**config.mk**
```make
export PLATFORM = sky130hd
export DESIGN_NAME = pcdq_mac
export DESIGN_NICKNAME = d
export VERILOG_FILES = /design/src/hdl/pcdq_pkg.sv /design/src/hdl/pcdq_mac.sv
export SDC_FILE = /design/constraint.sdc
export NUM_CORES = 2
export LEC_CHECK = 0
export BUFFER_PORTS_ARGS = -buffer_cell sky130_fd_sc_hd__buf_2
export CORE_ASPECT_RATIO = 2
export CORE_MARGIN = 3
export CORE_UTILIZATION = 25
export CTS_BUF_LIST = sky130_fd_sc_hd__clkbuf_8
export DETAILED_ROUTE_END_ITERATION = 16
export HOLD_SLACK_MARGIN = 0.1
export PLACE_DENSITY_LB_ADDON = 0.05
export RECOVER_POWER = 100
export SYNTH_ARGS = -nofsm -noshare
export SYNTH_HDL_FRONTEND = slang
export SYNTH_SLANG_ARGS = --single-unit
```
**constraint.sdc**
```tcl
create_clock -name clk_i -period 23.6 [get_ports clk_i]
set_input_delay 4.72 -clock clk_i [delete_from_list [all_inputs] [get_ports clk_i]]
set_output_delay 4.72 -clock clk_i [all_outputs]
set_load 0.01 [all_outputs]
```
**src/hdl/pcdq_pkg.sv**
```systemverilog
// ----------------------------------------------------------------------------
// pcdq_pkg
// Types and constants of the per-channel dequantizer.
// ----------------------------------------------------------------------------
package pcdq_pkg;

  localparam int unsigned MAX_CHANNELS = 256;
  localparam int unsigned SAMPLE_BITS  = 16;

  localparam int unsigned SCALE_W    = 32;
  localparam int unsigned CH_W       = 8;
  localparam int unsigned CNT_W      = 9;
  localparam int unsigned INNER_W    = 25;
  localparam int unsigned POS_W      = 24;
  localparam int unsigned VALUE_W    = 48;
  localparam int unsigned CFG_IDX_W  = 3;
  localparam int unsigned CFG_DATA_W = 32;

  localparam logic [SCALE_W-1:0] ONE_Q8_24   = 32'h0100_0000;
  localparam logic [SCALE_W-1:0] RECIP_RESET = 32'd33818640;
  localparam logic [INNER_W-1:0] INNER_LIMIT = 25'h100_0000;
  localparam logic [63:0]        POS_MAX     = 64'h0000_7FFF_FFFF_FFFF;
  localparam logic [63:0]        NEG_MAX     = 64'h0000_8000_0000_0000;

  typedef enum logic {
    REQ_DATA        = 1'b0,
    REQ_SCALE_WRITE = 1'b1
  } req_type_e;

  typedef enum logic [CFG_IDX_W-1:0] {
    CFG_DUAL_SCALE_MODE = 3'd0,
    CFG_CHANNEL_COUNT   = 3'd1,
    CFG_INNER_SIZE      = 3'd2,
    CFG_SECOND_SCALE    = 3'd3,
    CFG_RECIP_MAX_RANGE = 3'd4
  } cfg_idx_e;

  typedef struct packed {
    req_type_e                       req_type;
    logic [CH_W-1:0]                 scale_index;
    logic [SCALE_W-1:0]              scale_value;
    logic signed [SAMPLE_BITS-1:0]   sample;
    logic                            first_element;
  } in_item_t;

  typedef struct packed {
    logic signed [VALUE_W-1:0] value;
    logic [CH_W-1:0]           channel;
    logic                      saturated;
  } out_item_t;

  typedef struct packed {
    logic                 dual_scale_mode;
    logic [CNT_W-1:0]     channel_count;
    logic [INNER_W-1:0]   inner_size;
    logic [SCALE_W-1:0]   second_scale;
    logic [SCALE_W-1:0]   recip_max_range;
  } cfg_t;

  typedef struct packed {
    logic [CH_W-1:0]        channel;
    logic                   neg;
    logic [SAMPLE_BITS-1:0] mag;
  } job_t;

endpackage

```
**src/hdl/pcdq_mac.sv**
```systemverilog
// ----------------------------------------------------------------------------
// pcdq_mac
// Word-serial multiply chain (|q| * scale * (second_scale or 1.0) * recip), rounding,
// saturation and output register.
// ----------------------------------------------------------------------------
module pcdq_mac (
  input  logic                         clk_i,
  input  logic                         rst_ni,
  input  logic                         start_i,
  input  pcdq_pkg::job_t               job_i,
  input  pcdq_pkg::cfg_t               cfg_i,
  input  logic [pcdq_pkg::SCALE_W-1:0] scale_i,
  output logic                         busy_o,
  output logic                         out_valid_o,
  input  logic                         out_ready_i,
  output pcdq_pkg::out_item_t          out_item_o
);

  typedef enum logic [1:0] {
    ST_IDLE,
    ST_MUL,
    ST_ROUND,
    ST_SAT
  } state_e;

  typedef enum logic [1:0] {
    PASS_SCALE,
    PASS_TWO,
    PASS_RECIP
  } pass_e;

  state_e                       state_q;
  pass_e                        pass_q;
  logic [1:0]                   word_q;
  logic [31:0]                  w_q [4];
  logic [31:0]                  carry_q;
  logic [63:0]                  hi_q;
  logic                         neg_q;
  logic [pcdq_pkg::CH_W-1:0]    chan_q;
  logic                         out_valid_q;
  pcdq_pkg::out_item_t          out_q;

  logic [31:0]                  k;
  logic [63:0]                  prod, t, rnd, lim, mag_lim;
  logic                         sat;
  logic                         load_out;
  logic [pcdq_pkg::VALUE_W-1:0] res;

  always_comb begin
    case (pass_q)
      PASS_SCALE: k = scale_i;
      PASS_TWO:   k = cfg_i.dual_scale_mode ? cfg_i.second_scale : pcdq_pkg::ONE_Q8_24;
      default:    k = cfg_i.recip_max_range;
    endcase
    prod    = w_q[0] * k;
    t       = prod + {32'b0, carry_q};
    rnd     = {w_q[3], w_q[2]} + 64'(w_q[1][31]);
    lim     = neg_q ? pcdq_pkg::NEG_MAX : pcdq_pkg::POS_MAX;
    sat     = hi_q > lim;
    mag_lim = sat ? lim : hi_q;
    res     = neg_q ? (~mag_lim[pcdq_pkg::VALUE_W-1:0] + pcdq_pkg::VALUE_W'(1))
                    : mag_lim[pcdq_pkg::VALUE_W-1:0];
    load_out = (state_q == ST_SAT) && (!out_valid_q || out_ready_i);
  end

  always_ff @(posedge clk_i or negedge rst_ni) begin
    if (!rst_ni) begin
      state_q     <= ST_IDLE;
      pass_q      <= PASS_SCALE;
      word_q      <= '0;
      carry_q     <= '0;
      hi_q        <= '0;
      neg_q       <= 1'b0;
      chan_q      <= '0;
      out_valid_q <= 1'b0;
      out_q       <= '0;
      for (int i = 0; i < 4; i++) begin
        w_q[i] <= '0;
      end
    end else begin
      if (load_out) begin
        out_valid_q <= 1'b1;
      end else if (out_ready_i) begin
        out_valid_q <= 1'b0;
      end
      unique case (state_q)
        ST_IDLE: begin
          if (start_i) begin
            w_q[0]  <= 32'(job_i.mag);
            w_q[1]  <= '0;
            w_q[2]  <= '0;
            w_q[3]  <= '0;
            neg_q   <= job_i.neg;
            chan_q  <= job_i.channel;
            pass_q  <= PASS_SCALE;
            word_q  <= '0;
            carry_q <= '0;
            state_q <= ST_MUL;
          end
        end
        ST_MUL: begin
          for (int i = 0; i < 3; i++) begin
            w_q[i] <= w_q[i+1];
          end
          w_q[3] <= t[31:0];
          if (word_q == 2'd3) begin
            word_q  <= '0;
            carry_q <= '0;
            if (pass_q == PASS_RECIP) begin
              state_q <= ST_ROUND;
            end else begin
              pass_q <= pass_e'(pass_q + 2'd1);
            end
          end else begin
            word_q  <= word_q + 2'd1;
            carry_q <= t[63:32];
          end
        end
        ST_ROUND: begin
          hi_q    <= rnd;
          state_q <= ST_SAT;
        end
        ST_SAT: begin
          if (load_out) begin
            out_q.value     <= res;
            out_q.channel   <= chan_q;
            out_q.saturated <= sat;
            state_q         <= ST_IDLE;
          end
        end
        default: state_q <= ST_IDLE;
      endcase
    end
  end

  assign busy_o      = (state_q != ST_IDLE);
  assign out_valid_o = out_valid_q;
  assign out_item_o  = out_q;

endmodule

```
==> reports/results.ini <==
[drt]
ant_nets=0
dr.pass1.iters=6
drc=0
vias_per_cell=4.69
finalWirelength_um=206000
wl_per_cell_um=25.5
drt_iter0_markers=1735
num_vias=37902

[cts]
clk_pin_slew_ns=0.08
cts_buffers=48
cts_root_buf=clkbuf_8
clock-sinks=297
ctsResizeCount=0
clockBufferDepth=3
clk_latency_ns=0.72
htree_num_levels=2
cts_tree=done
postCtsSetupBuffers=0
ctsHoldBuffers=0

[timing]
fin_worst_skew_ns=0.0775
fin_crit_sh_pct=74.2
hold_violations=0
fin_crit_ns=17.52
maxSlewViolCount=758
fin_setup_tns_ns=0
fmax_ghz=0.0571
worstMarginPinSlew_ns=3.44
rsz0062_at_grt=false
setup_viol=0
worst_slack_ns=6.08
max_slew_margin_pct=-130

[global_route]
grt_pass1_wl_um=300000
grt_overflow=0
antenna_found_initial=23
grt_pass1_vias=42800
grt_max_degree=143
gr-usage-all-layers_pct=20.4

[critical_path]
crit_path_end_kind=register
worst_setup_path_start_kind=input pin
path_max_fanout=32
crit_required_ns=24.18
slowest_delay_ns=2.07
path_class=in2reg
arrival_ns=18.10
critPathMostFrequentCell=fa_1
slowest_stage=clkbuf_1

[job]
cap_violations=14

[synthesis]
async_flop_share_pct=100
synthFlopType=dfrtp_1
synth.avg_cell_area_um2=9.10
synth-seq-area-share_pct=15.0
synth_fp_nets=6871
yosysWarningCount=0
ys_seq_elements=297
synth_cells=5461
ys_types=81
netlist_area_um2=49700
synth_edf_count=0

[final_layout]
drive_gt1_share_pct=6.66
syn2layout_area_growth_pct=9.44
fin_nets=6893
finalInstanceArea_um2=54400
final_util_pct=27.6

[placed_design]
dpl.hpwl_um=164000
pre_cts_ws_ns=8.77
place_congestion=0.824
portBuffers=184
placed_area_um2=53400

[floorplan]
coreArea_um2=197000
die_h_um=636
io_pins=219
die_area_um2=204000
row_count=230
start_util_pct=25.2
die_w_um=321

[worst_hold_path]
hold_class=reg2reg

[outcome]
violations=max-capacitance violations, max-slew violations
status=complete, but fails checks

cell usage in the layout (no fill, tap or decap), types with 13 or more instances in the layout:
master and instances:
buf_2 123, mux2i_1 24, nand2_2 22, nor2_1 131, o31ai_1 26, a22oi_1 33
o21ai_0 167, dfrtp_1 295, buf_4 83, a21oi_1 193, xnor2_1 52, clkbuf_1 73
nand4_1 43, or3_1 15, nand2b_1 13, fa_1 928, a21o_1 60, inv_1 1017
clkbuf_8 66, and3_1 31, and4_1 14, a22o_1 92, xor2_1 67, o21bai_1 16
nand3_1 67, nor3_1 38, and2_1 590, nand2_1 716, ha_1 321
flip-flops by register name (all words and copies together) (netlist names):
name,cells
w_q,128
hi_q,64
out_item_o,57
carry_q,32
chan_q,8
pass_q,2
state_q,2
word_q,2
neg_q,1
out_valid_o,1
critical path: cells and delay by family:
kind | cells | cell delay, ns
compound gates | 9 | 3.79
xor+xnor | 1 | 0.21
fa+ha+maj | 9 | 4.32
buf+inv | 7 | 4.12
simple gates | 4 | 0.79
layer usage:
| layer | share of wire [%] | vias to the layer above | global-route usage (%) |
|---|---|---|---|
| met4 | 4.4 | 0 | 7.34 |
| met1 | 31 | 20068 | 18.7 |
| met3 | 1.9 | 257 | 0.785 |
| li1 | - | 16882 | - |
| met5 | 0 | - | 0 |
| met2 | 63 | 695 | 45.1 |
cells by family after synthesis:
logic type	after synthesis	share of synthesized area, %
muxes	36	0.755
adders and majority gates	1250	45.5
DFF	297	15.0
buffers and inverters	1318	10.1
xor gates and xnor gates	119	2.10
AOI/OAI and AO/OA	682	8.85
and+or+nand+nor	1759	17.8
layout make-up:
type | instances | area, um2
Inverter | 1010 | 3790
Tap cell | 2552 | 3190
Clock inverter | 24 | 183
Antenna cell | 7 | 17.5
Sequential cell | 297 | 7430
Timing Repair Buffer | 280 | 1530
Clock buffer | 66 | 908
Fill cell | 21449 | 142000
Multi-Input combinational cell | 3846 | 37300
cells in the mapped netlist (all sizes together) (10+ instances only):
cell | number | area (um2)
buf | 21 | 136
nand2b | 13 | 81.3
nand2 | 738 | 2770
o21a | 10 | 75.1
fa | 928 | 18600
or3 | 19 | 131
inv | 1009 | 3790
o21bai | 16 | 120
xor2 | 67 | 587
nand3 | 68 | 353
nor2 | 133 | 504
a21oi | 193 | 970
mux2 | 12 | 135
clkbuf | 287 | 1080
nor4 | 12 | 75.1
or4 | 12 | 96.3
and3 | 31 | 194
ha | 322 | 4030
a22o | 92 | 806
o31ai | 27 | 208
o211ai | 11 | 87.6
nor2b | 12 | 75.1
mux2i | 24 | 240
a22oi | 33 | 248
a31oi | 11 | 75.1
nor3 | 40 | 228
o21ai | 170 | 851
and4 | 14 | 123
or2 | 13 | 81.3
a21o | 62 | 468
and2 | 599 | 3750
nand4 | 43 | 269
dfrtp | 297 | 7430
xnor2 | 52 | 455
metrics by stage:
step                hold WS [ns]  cells
floorplan                  0.432   5461
global placement           0.440   7985
detailed placement         0.451   7985
CTS                        0.473   8075
global route               0.487   8076
finish                     0.462   8082
path summary, 6_finish.rpt:
kind / start / endpoint / slack [ns] / cells after the start
max: cfg_i[98] / carry_q[23] / 6.08 / 30
min: chan_q[4] / out_item_o[5] / 0.46 / 2
max reg2reg: pass_q[1] / carry_q[23] / 8.87 / 31
min reg2reg: chan_q[4] / out_item_o[5] / 0.46 / 2
max in group asynchronous: rst_ni / w_q[109] / 13.78 / 2
min in group asynchronous: rst_ni / out_item_o[27] / 5.09 / 1
Power is not shown: default switching activity piles up to over one toggle a cycle in this logic, so the estimate is an artifact.
