===== src/hdl/pcdq_pkg.sv =====
// ----------------------------------------------------------------------------
// pcdq_pkg
// Types and constants of the per-channel dequantizer.
// ----------------------------------------------------------------------------
package pcdq_pkg;

  localparam int unsigned MAX_CHANNELS = 256;
  localparam int unsigned SAMPLE_BITS  = 16;

  localparam int unsigned SCALE_W    = 32;
  localparam int unsigned CH_W       = 8;
  localparam int unsigned CNT_W      = 9;
  localparam int unsigned INNER_W    = 25;
  localparam int unsigned POS_W      = 24;
  localparam int unsigned VALUE_W    = 48;
  localparam int unsigned CFG_IDX_W  = 3;
  localparam int unsigned CFG_DATA_W = 32;

  localparam logic [SCALE_W-1:0] ONE_Q8_24   = 32'h0100_0000;
  localparam logic [SCALE_W-1:0] RECIP_RESET = 32'd33818640;
  localparam logic [INNER_W-1:0] INNER_LIMIT = 25'h100_0000;
  localparam logic [63:0]        POS_MAX     = 64'h0000_7FFF_FFFF_FFFF;
  localparam logic [63:0]        NEG_MAX     = 64'h0000_8000_0000_0000;

  typedef enum logic {
    REQ_DATA        = 1'b0,
    REQ_SCALE_WRITE = 1'b1
  } req_type_e;

  typedef enum logic [CFG_IDX_W-1:0] {
    CFG_DUAL_SCALE_MODE = 3'd0,
    CFG_CHANNEL_COUNT   = 3'd1,
    CFG_INNER_SIZE      = 3'd2,
    CFG_SECOND_SCALE    = 3'd3,
    CFG_RECIP_MAX_RANGE = 3'd4
  } cfg_idx_e;

  typedef struct packed {
    req_type_e                       req_type;
    logic [CH_W-1:0]                 scale_index;
    logic [SCALE_W-1:0]              scale_value;
    logic signed [SAMPLE_BITS-1:0]   sample;
    logic                            first_element;
  } in_item_t;

  typedef struct packed {
    logic signed [VALUE_W-1:0] value;
    logic [CH_W-1:0]           channel;
    logic                      saturated;
  } out_item_t;

  typedef struct packed {
    logic                 dual_scale_mode;
    logic [CNT_W-1:0]     channel_count;
    logic [INNER_W-1:0]   inner_size;
    logic [SCALE_W-1:0]   second_scale;
    logic [SCALE_W-1:0]   recip_max_range;
  } cfg_t;

  typedef struct packed {
    logic [CH_W-1:0]        channel;
    logic                   neg;
    logic [SAMPLE_BITS-1:0] mag;
  } job_t;

endpackage


===== src/hdl/pcdq_pos.sv =====
// ----------------------------------------------------------------------------
// pcdq_pos
// Element position tracker: gives the channel of each data item.
// ----------------------------------------------------------------------------
module pcdq_pos #(
  parameter int unsigned MAX_CHANNELS = pcdq_pkg::MAX_CHANNELS
) (
  input  logic                      clk_i,
  input  logic                      rst_ni,
  input  logic                      advance_i,
  input  logic                      first_i,
  input  pcdq_pkg::cfg_t            cfg_i,
  output logic [pcdq_pkg::CH_W-1:0] channel_o
);

  logic [pcdq_pkg::CNT_W-1:0]   nch;
  logic [pcdq_pkg::INNER_W-1:0] ninner;
  logic [pcdq_pkg::POS_W-1:0]   inner_q, inner_d, ip0;
  logic [pcdq_pkg::CH_W-1:0]    chan_q, chan_d, cp0;
  logic [pcdq_pkg::INNER_W-1:0] ip_inc;
  logic [pcdq_pkg::CNT_W-1:0]   cp_inc;

  always_comb begin
    nch = cfg_i.channel_count;
    if (nch == '0) begin
      nch = pcdq_pkg::CNT_W'(1);
    end
    if (32'(nch) > MAX_CHANNELS) begin
      nch = pcdq_pkg::CNT_W'(MAX_CHANNELS);
    end
    ninner = cfg_i.inner_size;
    if (ninner == '0) begin
      ninner = pcdq_pkg::INNER_W'(1);
    end
    if (ninner > pcdq_pkg::INNER_LIMIT) begin
      ninner = pcdq_pkg::INNER_LIMIT;
    end

    ip0 = first_i ? '0 : inner_q;
    if ({1'b0, ip0} >= ninner) begin
      ip0 = '0;
    end
    cp0 = first_i ? '0 : chan_q;
    if ({1'b0, cp0} >= nch) begin
      cp0 = '0;
    end

    ip_inc = {1'b0, ip0} + pcdq_pkg::INNER_W'(1);
    cp_inc = {1'b0, cp0} + pcdq_pkg::CNT_W'(1);
    if (ip_inc >= ninner) begin
      inner_d = '0;
      chan_d  = (cp_inc >= nch) ? '0 : cp_inc[pcdq_pkg::CH_W-1:0];
    end else begin
      inner_d = ip_inc[pcdq_pkg::POS_W-1:0];
      chan_d  = cp0;
    end
  end

  always_ff @(posedge clk_i or negedge rst_ni) begin
    if (!rst_ni) begin
      inner_q <= '0;
      chan_q  <= '0;
    end else if (advance_i) begin
      inner_q <= inner_d;
      chan_q  <= chan_d;
    end
  end

  assign channel_o = cp0;

endmodule


===== config.mk =====
export PLATFORM = sky130hd
export DESIGN_NAME = pcdq_pos
export DESIGN_NICKNAME = d
export VERILOG_FILES = /design/src/hdl/pcdq_pkg.sv /design/src/hdl/pcdq_pos.sv
export SDC_FILE = /design/constraint.sdc
export NUM_CORES = 1
export LEC_CHECK = 0
export BUFFER_PORTS_ARGS = -buffer_cell sky130_fd_sc_hd__buf_2
export CAP_MARGIN = 20
export CORE_UTILIZATION = 55
export CTS_BUF_LIST = sky130_fd_sc_hd__clkbuf_4
export DETAILED_ROUTE_END_ITERATION = 12
export PLACE_DENSITY = 0.85
export RECOVER_POWER = 100
export REMOVE_ABC_BUFFERS = 1
export SLEW_MARGIN = 15
export SYNTH_ARGS = -nofsm -noshare
export SYNTH_HDL_FRONTEND = slang
export SYNTH_SLANG_ARGS = --single-unit
export TNS_END_PERCENT = 30

===== constraint.sdc =====
create_clock -name clk_i -period 7 [get_ports clk_i]
set_clock_uncertainty 0.05 [all_clocks]
set_input_delay 0.35 -clock clk_i [delete_from_list [all_inputs] [get_ports clk_i]]
set_output_delay 0.35 -clock clk_i [all_outputs]
set_load 0.02 [all_outputs]

==> results of run 1 <==
## stage by stage
stage	utilization (%)	setup WS [ps]	setup TNS, ps	instances
6_report	65.2	361	0	679
3_3_place_gp	63.1	175	0	665
5_1_grt	65.2	-3.53	-8.30	679
2_1_floorplan	-	10.9	0	515
4_1_cts	64.2	167	0	674
3_5_place_dp	63.1	-150	-1180	666
## cell families (layout without fill, tap and decap cells)
| kind of cell | count (synthesis) | in the layout | share of synthesized area [%] |
|---|---|---|---|
| adders and majority gates | 68 | 68 | 20.9 |
| muxes | 2 | 2 | 0.492 |
| AOI/OAI and AO/OA | 116 | 116 | 18.9 |
| buffers and inverters | 41 | 94 | 4.34 |
| DFF | 32 | 32 | 19.7 |
| xor gates and xnor gates | 19 | 19 | 4.09 |
| and+or+nand+nor | 252 | 252 | 31.6 |
## metal layers
layer  vias to the layer above  wire [um]  share of wire, %  global-route usage (%)
met5                         -          0                 0                       0
met1                      2020       4710                40                    39.3
met3                        63       1040               8.9                    6.60
met2                       216       5330                46                    52.1
met4                         0        572               4.9                    19.4
li1                       2054          -                 -                       -
## report_power, final
part / internal [W] / switching (W) / total (W) / leakage, nW
registers: 0.000191 / 0.00000460 / 0.000195 / 0.438
clock network: 0.0000729 / 0.0000770 / 0.000150 / 0.0403
logic: 0.0000545 / 0.0000949 / 0.000149 / 1.64
## how the worst max path moves through the flow
stage / start / end / slack [ps] / cells after the start
global placement: cfg_i[82] / inner_q[5] / 170 / 27
detailed placement: cfg_i[82] / inner_q[5] / -150 / 27
global route: cfg_i[69] / inner_q[4] / -4 / 31
CTS: cfg_i[82] / inner_q[5] / 170 / 27
floorplan: cfg_i[82] / inner_q[11] / 10 / 28
finish: cfg_i[82] / inner_q[4] / 360 / 31
## placed cells by master, fill, tap and decap left out, types with 4 or more instances in the layout
| cell | count |
|---|---|
| a21o_1 | 4 |
| a21oi_1 | 35 |
| a22o_1 | 10 |
| a31oi_1 | 6 |
| and2_1 | 6 |
| and3_1 | 15 |
| buf_2 | 37 |
| buf_4 | 13 |
| clkbuf_1 | 9 |
| clkbuf_4 | 5 |
| clkinv_1 | 4 |
| dfrtp_1 | 32 |
| ha_1 | 68 |
| inv_1 | 24 |
| nand2_1 | 82 |
| nand2b_1 | 5 |
| nand3_1 | 18 |
| nand4_1 | 18 |
| nor2_1 | 48 |
| nor2b_1 | 21 |
| nor3_1 | 11 |
| nor4_1 | 10 |
| o211ai_1 | 5 |
| o21ai_0 | 17 |
| o22ai_1 | 7 |
| o2bb2ai_1 | 4 |
| o31ai_1 | 5 |
| xnor2_1 | 12 |
| xor2_1 | 7 |
## flip-flops by register name (all words and copies together) (netlist names)
register and count:
chan_q 8, inner_q 24
## critical path, delay by kind of cell
family,cells,cell delay [ps]
xor gates and xnor gates,1,160
and+or+nand+nor,15,2860
adders and majority gates,3,840
buffers and inverters,4,660
AOI/OAI and AO/OA,8,1950
## layout make-up
class                   instances  area share [%]
inverters                      26            2.15
multi-input cells             457            68.6
flip-flops and latches         32            17.6
clock inverters                 3           0.825
well taps                      96            2.64
repair buffers                 60            7.40
clock buffers                   5           0.825
## what timing repair did
item,in CTS,in global routing
gates resized for setup,0,5
setup buffers,0,5
endpoints found under the setup margin,0,32
==> metrics list, run 1 <==
- Run status: finished with violations
* Violated checks: capacitance limit, slew limit
- The die is 88.0 um wide.
- Slowest library cell on the worst path: nor4_1
- Entering global routing, the biggest net connects 35 pins.
- Number of buffers inserted by hold repair at cts: 0
- IO Count: 111
- Element type at the critical path start: primary input
- Area share of the leading cell type in the synthesized netlist: 20.9%
* Row count: 30
- The worst path needs 6640 ps of the cycle, external delays included.
* Beginning of the worst hold path: advance_i
- Cell area after synthesis: 4070 um^2
- Clock-pin slew was measured on the worst setup and hold paths at 110 ps.
- Critical Path AT: 6830 ps
- Growth of design area from synthesis to finish: 11.8%
- Commonest cells in the synthesized netlist: nand2_1, ha_1, nor2_1
* Total leakage power: 2.12 nW
- For this run, design rule violations remaining after detail routing come to 0.
* Count of final setup violators: 0
- Fin. Hold Viols: 0
- First-iteration detailed-routing DRC count: 316
* Top area cells in the synthesized netlist: ha_1, dfrtp_1, nand2_1, nor2_1, a21oi_1
- After global routing the overflow that remains totals 0.
* Highest clock frequency the design can meet: 151 MHz
- The sequential cells in the finished layout cover a total of 801 um^2.
- GRT Util Overall: 32.1%
- Primary FF master, synth: dfrtp_1
- After technology mapping, the gate count stands at 530.
- Starting density of the core: 58.3%
- The first global-routing pass estimated 19,400 um of wire.
- The net count of the finished layout is 753.
- Ys Warns: 0
- Cell area reported after detailed placement: 4410 um^2
- Overall power: 0.000495 W
- The worst hold path was traced through 3 stages.
* Via-per-instance ratio: 6.41
- Of all nets on the critical path, the largest fanout is 10.
- Detailed Route WL: 11,700 um
* Via total after detailed routing: 4,353
- Normalized max-slew margin: -29.5%
- VDD sags by at most 0.0776 mV.
- Count of input and output buffers: 45
* Proportion of synthesized flip-flops having asynchronous set or reset: 100%
- Maximum clock insertion buffer count: 2
- Synthesized area divided by synthesized cell count: 7.68 um^2
* Via count of the first global-routing pass: 4,309
* Worst Hold Slack: 412 ps
- For the pin with the worst max-slew slack, the measured transition is 1940 ps.
- Drt pass-1 iters: 5
- The floorplan step defined a die boundary enclosing 7750 um^2.
- After routing the design area is 4550 um^2.
* Final worst path period share: 94.8%
- Wirelength per Cell: 17.2 um
- Routability congestion estimate from global placement: 0.945
* Chip height: 88.0 um
- Longest individual stage delay on the worst path: 530 ps
- The cell sitting at the root of the clock tree is a clkbuf_4.
- The detail route stage leaves a number of antenna-violating nets equal to 0.
- The H-tree was split into 2 levels.
- Core area: 6980 um^2
* Num CTS Buffers: 5
- After legalization and detailed placement, the total HPWL measured 8990 um.
- Max cap viols: 1
- Of all cell types, the one taking the most synthesized area is ha_1.
* Final Slew Violations: 33
* Hold worst-path end: inner_q[0]
- Worst Path Class, Setup: in2reg
- The worst register-to-register path ends at inner_q[4].
- Diode count: 0
- Register-to-Register Setup Slack: 880 ps
* Reg-to-reg startpoint: inner_q[0]
- In this run the power density over the cells is 109 nW/um^2.
- After synthesis the netlist holds a flip-flop and latch count of 32.
* Leading cell type by number of instances after synthesis: nand2_1
- Worst hold path class: in2reg
- The synthesized design contains 0 enable-type register cells.
- Share of post-route cells with drive strength above 1: 12.5%
- At the later pin of the worst-skew pair, clock insertion delay measures 370 ps.
* Worst Setup End Kind: flip-flop
- Layout filler cell count: 628
- Number of antenna violations at the first check in global routing: 0
- Yosys cell types: 58
- Proportion of synthesized chip area in sequential cells: 19.7%
- In the final layout, the multi-input gates occupy 3120 um^2.
* Required @ worst endpoint: 7190 ps
* Depth of the worst register-to-register path: 26
- TritonCTS built the clock tree.
* Number of sinks handled by clock tree synthesis: 32
(Power assumes the default switching activity.)
==> inputs of run 2 (changes only) <==
--- a/constraint.sdc
+++ b/constraint.sdc
@@ -3,3 +3,3 @@
 set_input_delay 0.35 -clock clk_i [delete_from_list [all_inputs] [get_ports clk_i]]
 set_output_delay 0.35 -clock clk_i [all_outputs]
-set_load 0.02 [all_outputs]
+set_load 0.005 [all_outputs]
==> metrics list, run 2 (synthesized netlist as in run 1, its figures left out) <==
* Die area: 7750 um^2
* Global Route met1 Usage: 39.3%
- Worst hold path class: in2reg
* Diode count: 0
- Clock tree from TritonCTS: done
- DIE WIDTH: 88.0 um
- For this run, the share of the core covered by cells in the final layout is 65.3%.
* Met2 Track Usage GR: 52.1%
- Slowest library cell on the worst path: nor4_1
* WHS Path Cells: 3
- GRT Util Overall: 32.1%
- The HPWL after detailed placement is 8990 um.
* Pin count of the biggest net entering global routing: 35
* Reg area: 801 um^2
- In this run the most critical hold path is launched from advance_i.
- Core area: 6980 um^2
- The first global-routing pass estimated 19,400 um of wire.
* First-iteration detailed-routing DRC count: 316
* Count of input and output buffers: 45
- Number of sinks handled by clock tree synthesis: 32
- In the routed layout, each cell is associated on average with a via count of 6.40.
- Overall power: 0.000493 W
- STA classifies the critical path startpoint as a primary input.
- CP Max Fanout: 10
- Count of final setup violators: 0
- Normalized max-slew margin: -29.6%
- Routability congestion estimate from global placement: 0.945
* Share of post-route cells with drive strength above 1: 13.4%
- The floorplan has 30 rows.
* DRC violations left: 0
- Area of all placed cells without fillers: 4560 um^2
* Post-layout net count: 753
- The worst setup path is of the in2reg kind.
* Total power divided by cell area: 108 nW/um^2
* Most heavily used metal layer in global routing: met2
* Wirelength per Cell: 17.1 um
* Detailed Route WL: 11,600 um
- Worst Hold Slack: 410 ps
- The number of hold-slack violations in the final timing report came to 0.
- Global routing used 6.60% of the available met3 tracks.
- The clock period could shrink to 6640 ps.
* Maximum clock insertion buffer count: 2
- The endpoint identified for the worst register-to-register timing path is inner_q[4].
* Top library cells by usage in the layout, fill and taps aside: nand2_1, ha_1, nor2_1
- Run status: finished with violations
- Cell area reported after detailed placement: 4410 um^2
* Area of combinational cells with multiple inputs: 3120 um^2
* Total overflow reported by the global router: 0
* Leading cell type in the layout, fill and taps excluded: nand2_1
* Max cap viols: 1
- The setup check on the worst reg-to-reg path leaves a slack of 880 ps.
- The register with the most flip-flops in the layout has 24 of them.
- Counting flops per register, the top entry is inner_q.
- Required @ worst endpoint: 7190 ps
* Violated checks: capacitance limit, slew limit
* Growth of design area from synthesis to finish: 12.0%
* Layout filler cell count: 623
* Hold worst-path end: inner_q[0]
- IR analysis of the VDD net gives a maximum drop of 0.0776 mV.
- Derived from the worst setup path, the maximum achievable clock frequency is 151 MHz.
* IO Count: 111
- Total leakage power: 2.14 nW
* Reg-to-reg startpoint: inner_q[0]
- Buffers inserted during clock tree synthesis total 5.
* Number of H-tree levels: 2
* Chip height: 88.0 um
* Depth of the worst register-to-register path: 26
* Worst Setup End Kind: flip-flop
- In this design, the stage delay of the slowest critical-path cell is 530 ps.
* Clock-pin transition on the worst setup and hold timing paths: 110 ps
- The count of nets left with antenna violations once routing finished came out at 0.
* Clock Tree Root: clkbuf_4
* Clock latency on the worst-skew pair: 370 ps
- In this design, the largest share of critical-path delay is due to simple AND/OR/NAND/NOR gates.
* Launching instance or port of the critical path: cfg_i[82]
- Registers with the most flip-flops: inner_q: 24 flops, chan_q: 8 flops
- Via count of the first global-routing pass: 4,309
- The routed layout has 4,344 vias.
* Critical Path AT: 6830 ps
- Final Slew Violations: 33
* Final worst path period share: 94.8%
- Once the floorplan was initialized, standard cells occupied 58.3% of the core.
- Together, buffers and inverters on the worst path number 4.
* Drt pass-1 iters: 5
- The initial antenna violation count is 0.
- Worst slew pin tran: 1940 ps
[run 2: cell types whose count changed in the layout (fill, tap and decap cells not counted), sizes merged]
cell    delta
buf        +3
clkbuf     -3
[run 2: per-stage QoR]
stage	setup TNS, ps	cells	setup slack, ps
floorplan	0	515	10.9
global placement	0	665	175
detailed placement	-1180	666	-150
CTS	0	674	167
global route	-8.30	679	-3.53
finish	0	679	361
[run 2: report_power, final]
part	internal, W	leakage (nW)	total, W	switching (W)
logic	0.0000547	1.66	0.000148	0.0000930
registers	0.000191	0.438	0.000195	0.00000460
clock network	0.0000729	0.0403	0.000150	0.0000770
total	0.000318	2.14	0.000493	0.000175
[run 2: worst max path at each step]
| stage | to | slack [ps] | cells past startpoint |
|---|---|---|---|
| floorplan | inner_q[11] | 10 | 28 |
| global placement | inner_q[5] | 170 | 27 |
| detailed placement | inner_q[5] | -150 | 27 |
| CTS | inner_q[5] | 170 | 27 |
| global route | inner_q[4] | -4 | 31 |
| finish | inner_q[4] | 360 | 31 |
[run 2: what timing repair did]
action | in CTS | in global routing
hold buffers | 0 | 0
buffers inserted | 0 | 5
endpoints found under the hold margin | 0 | 0
endpoints found under the setup margin | 0 | 32
gates resized for setup | 0 | 5
[run 2: cell type report]
type,instances,area share (%)
Multi-Input combinational cell,457,68.5
Sequential cell,32,17.6
Timing Repair Buffer,60,7.53
Tap cell,96,2.64
Inverter,26,2.14
Clock buffer,5,0.824
Clock inverter,3,0.824
[run 2: tightest hold or removal path, delay by kind of cell]
family                 cells  cell delay, ps
AND/OR/NAND/NOR            1             120
AO/OA/AOI/OAI              1              50
buffers and inverters      1             260
[run 2: layer usage]
layer	share of wire (%)	vias up
li1	-	2052
met2	46	218
met1	41	2013
met4	4.9	0
met3	8.7	61
met5	0	-
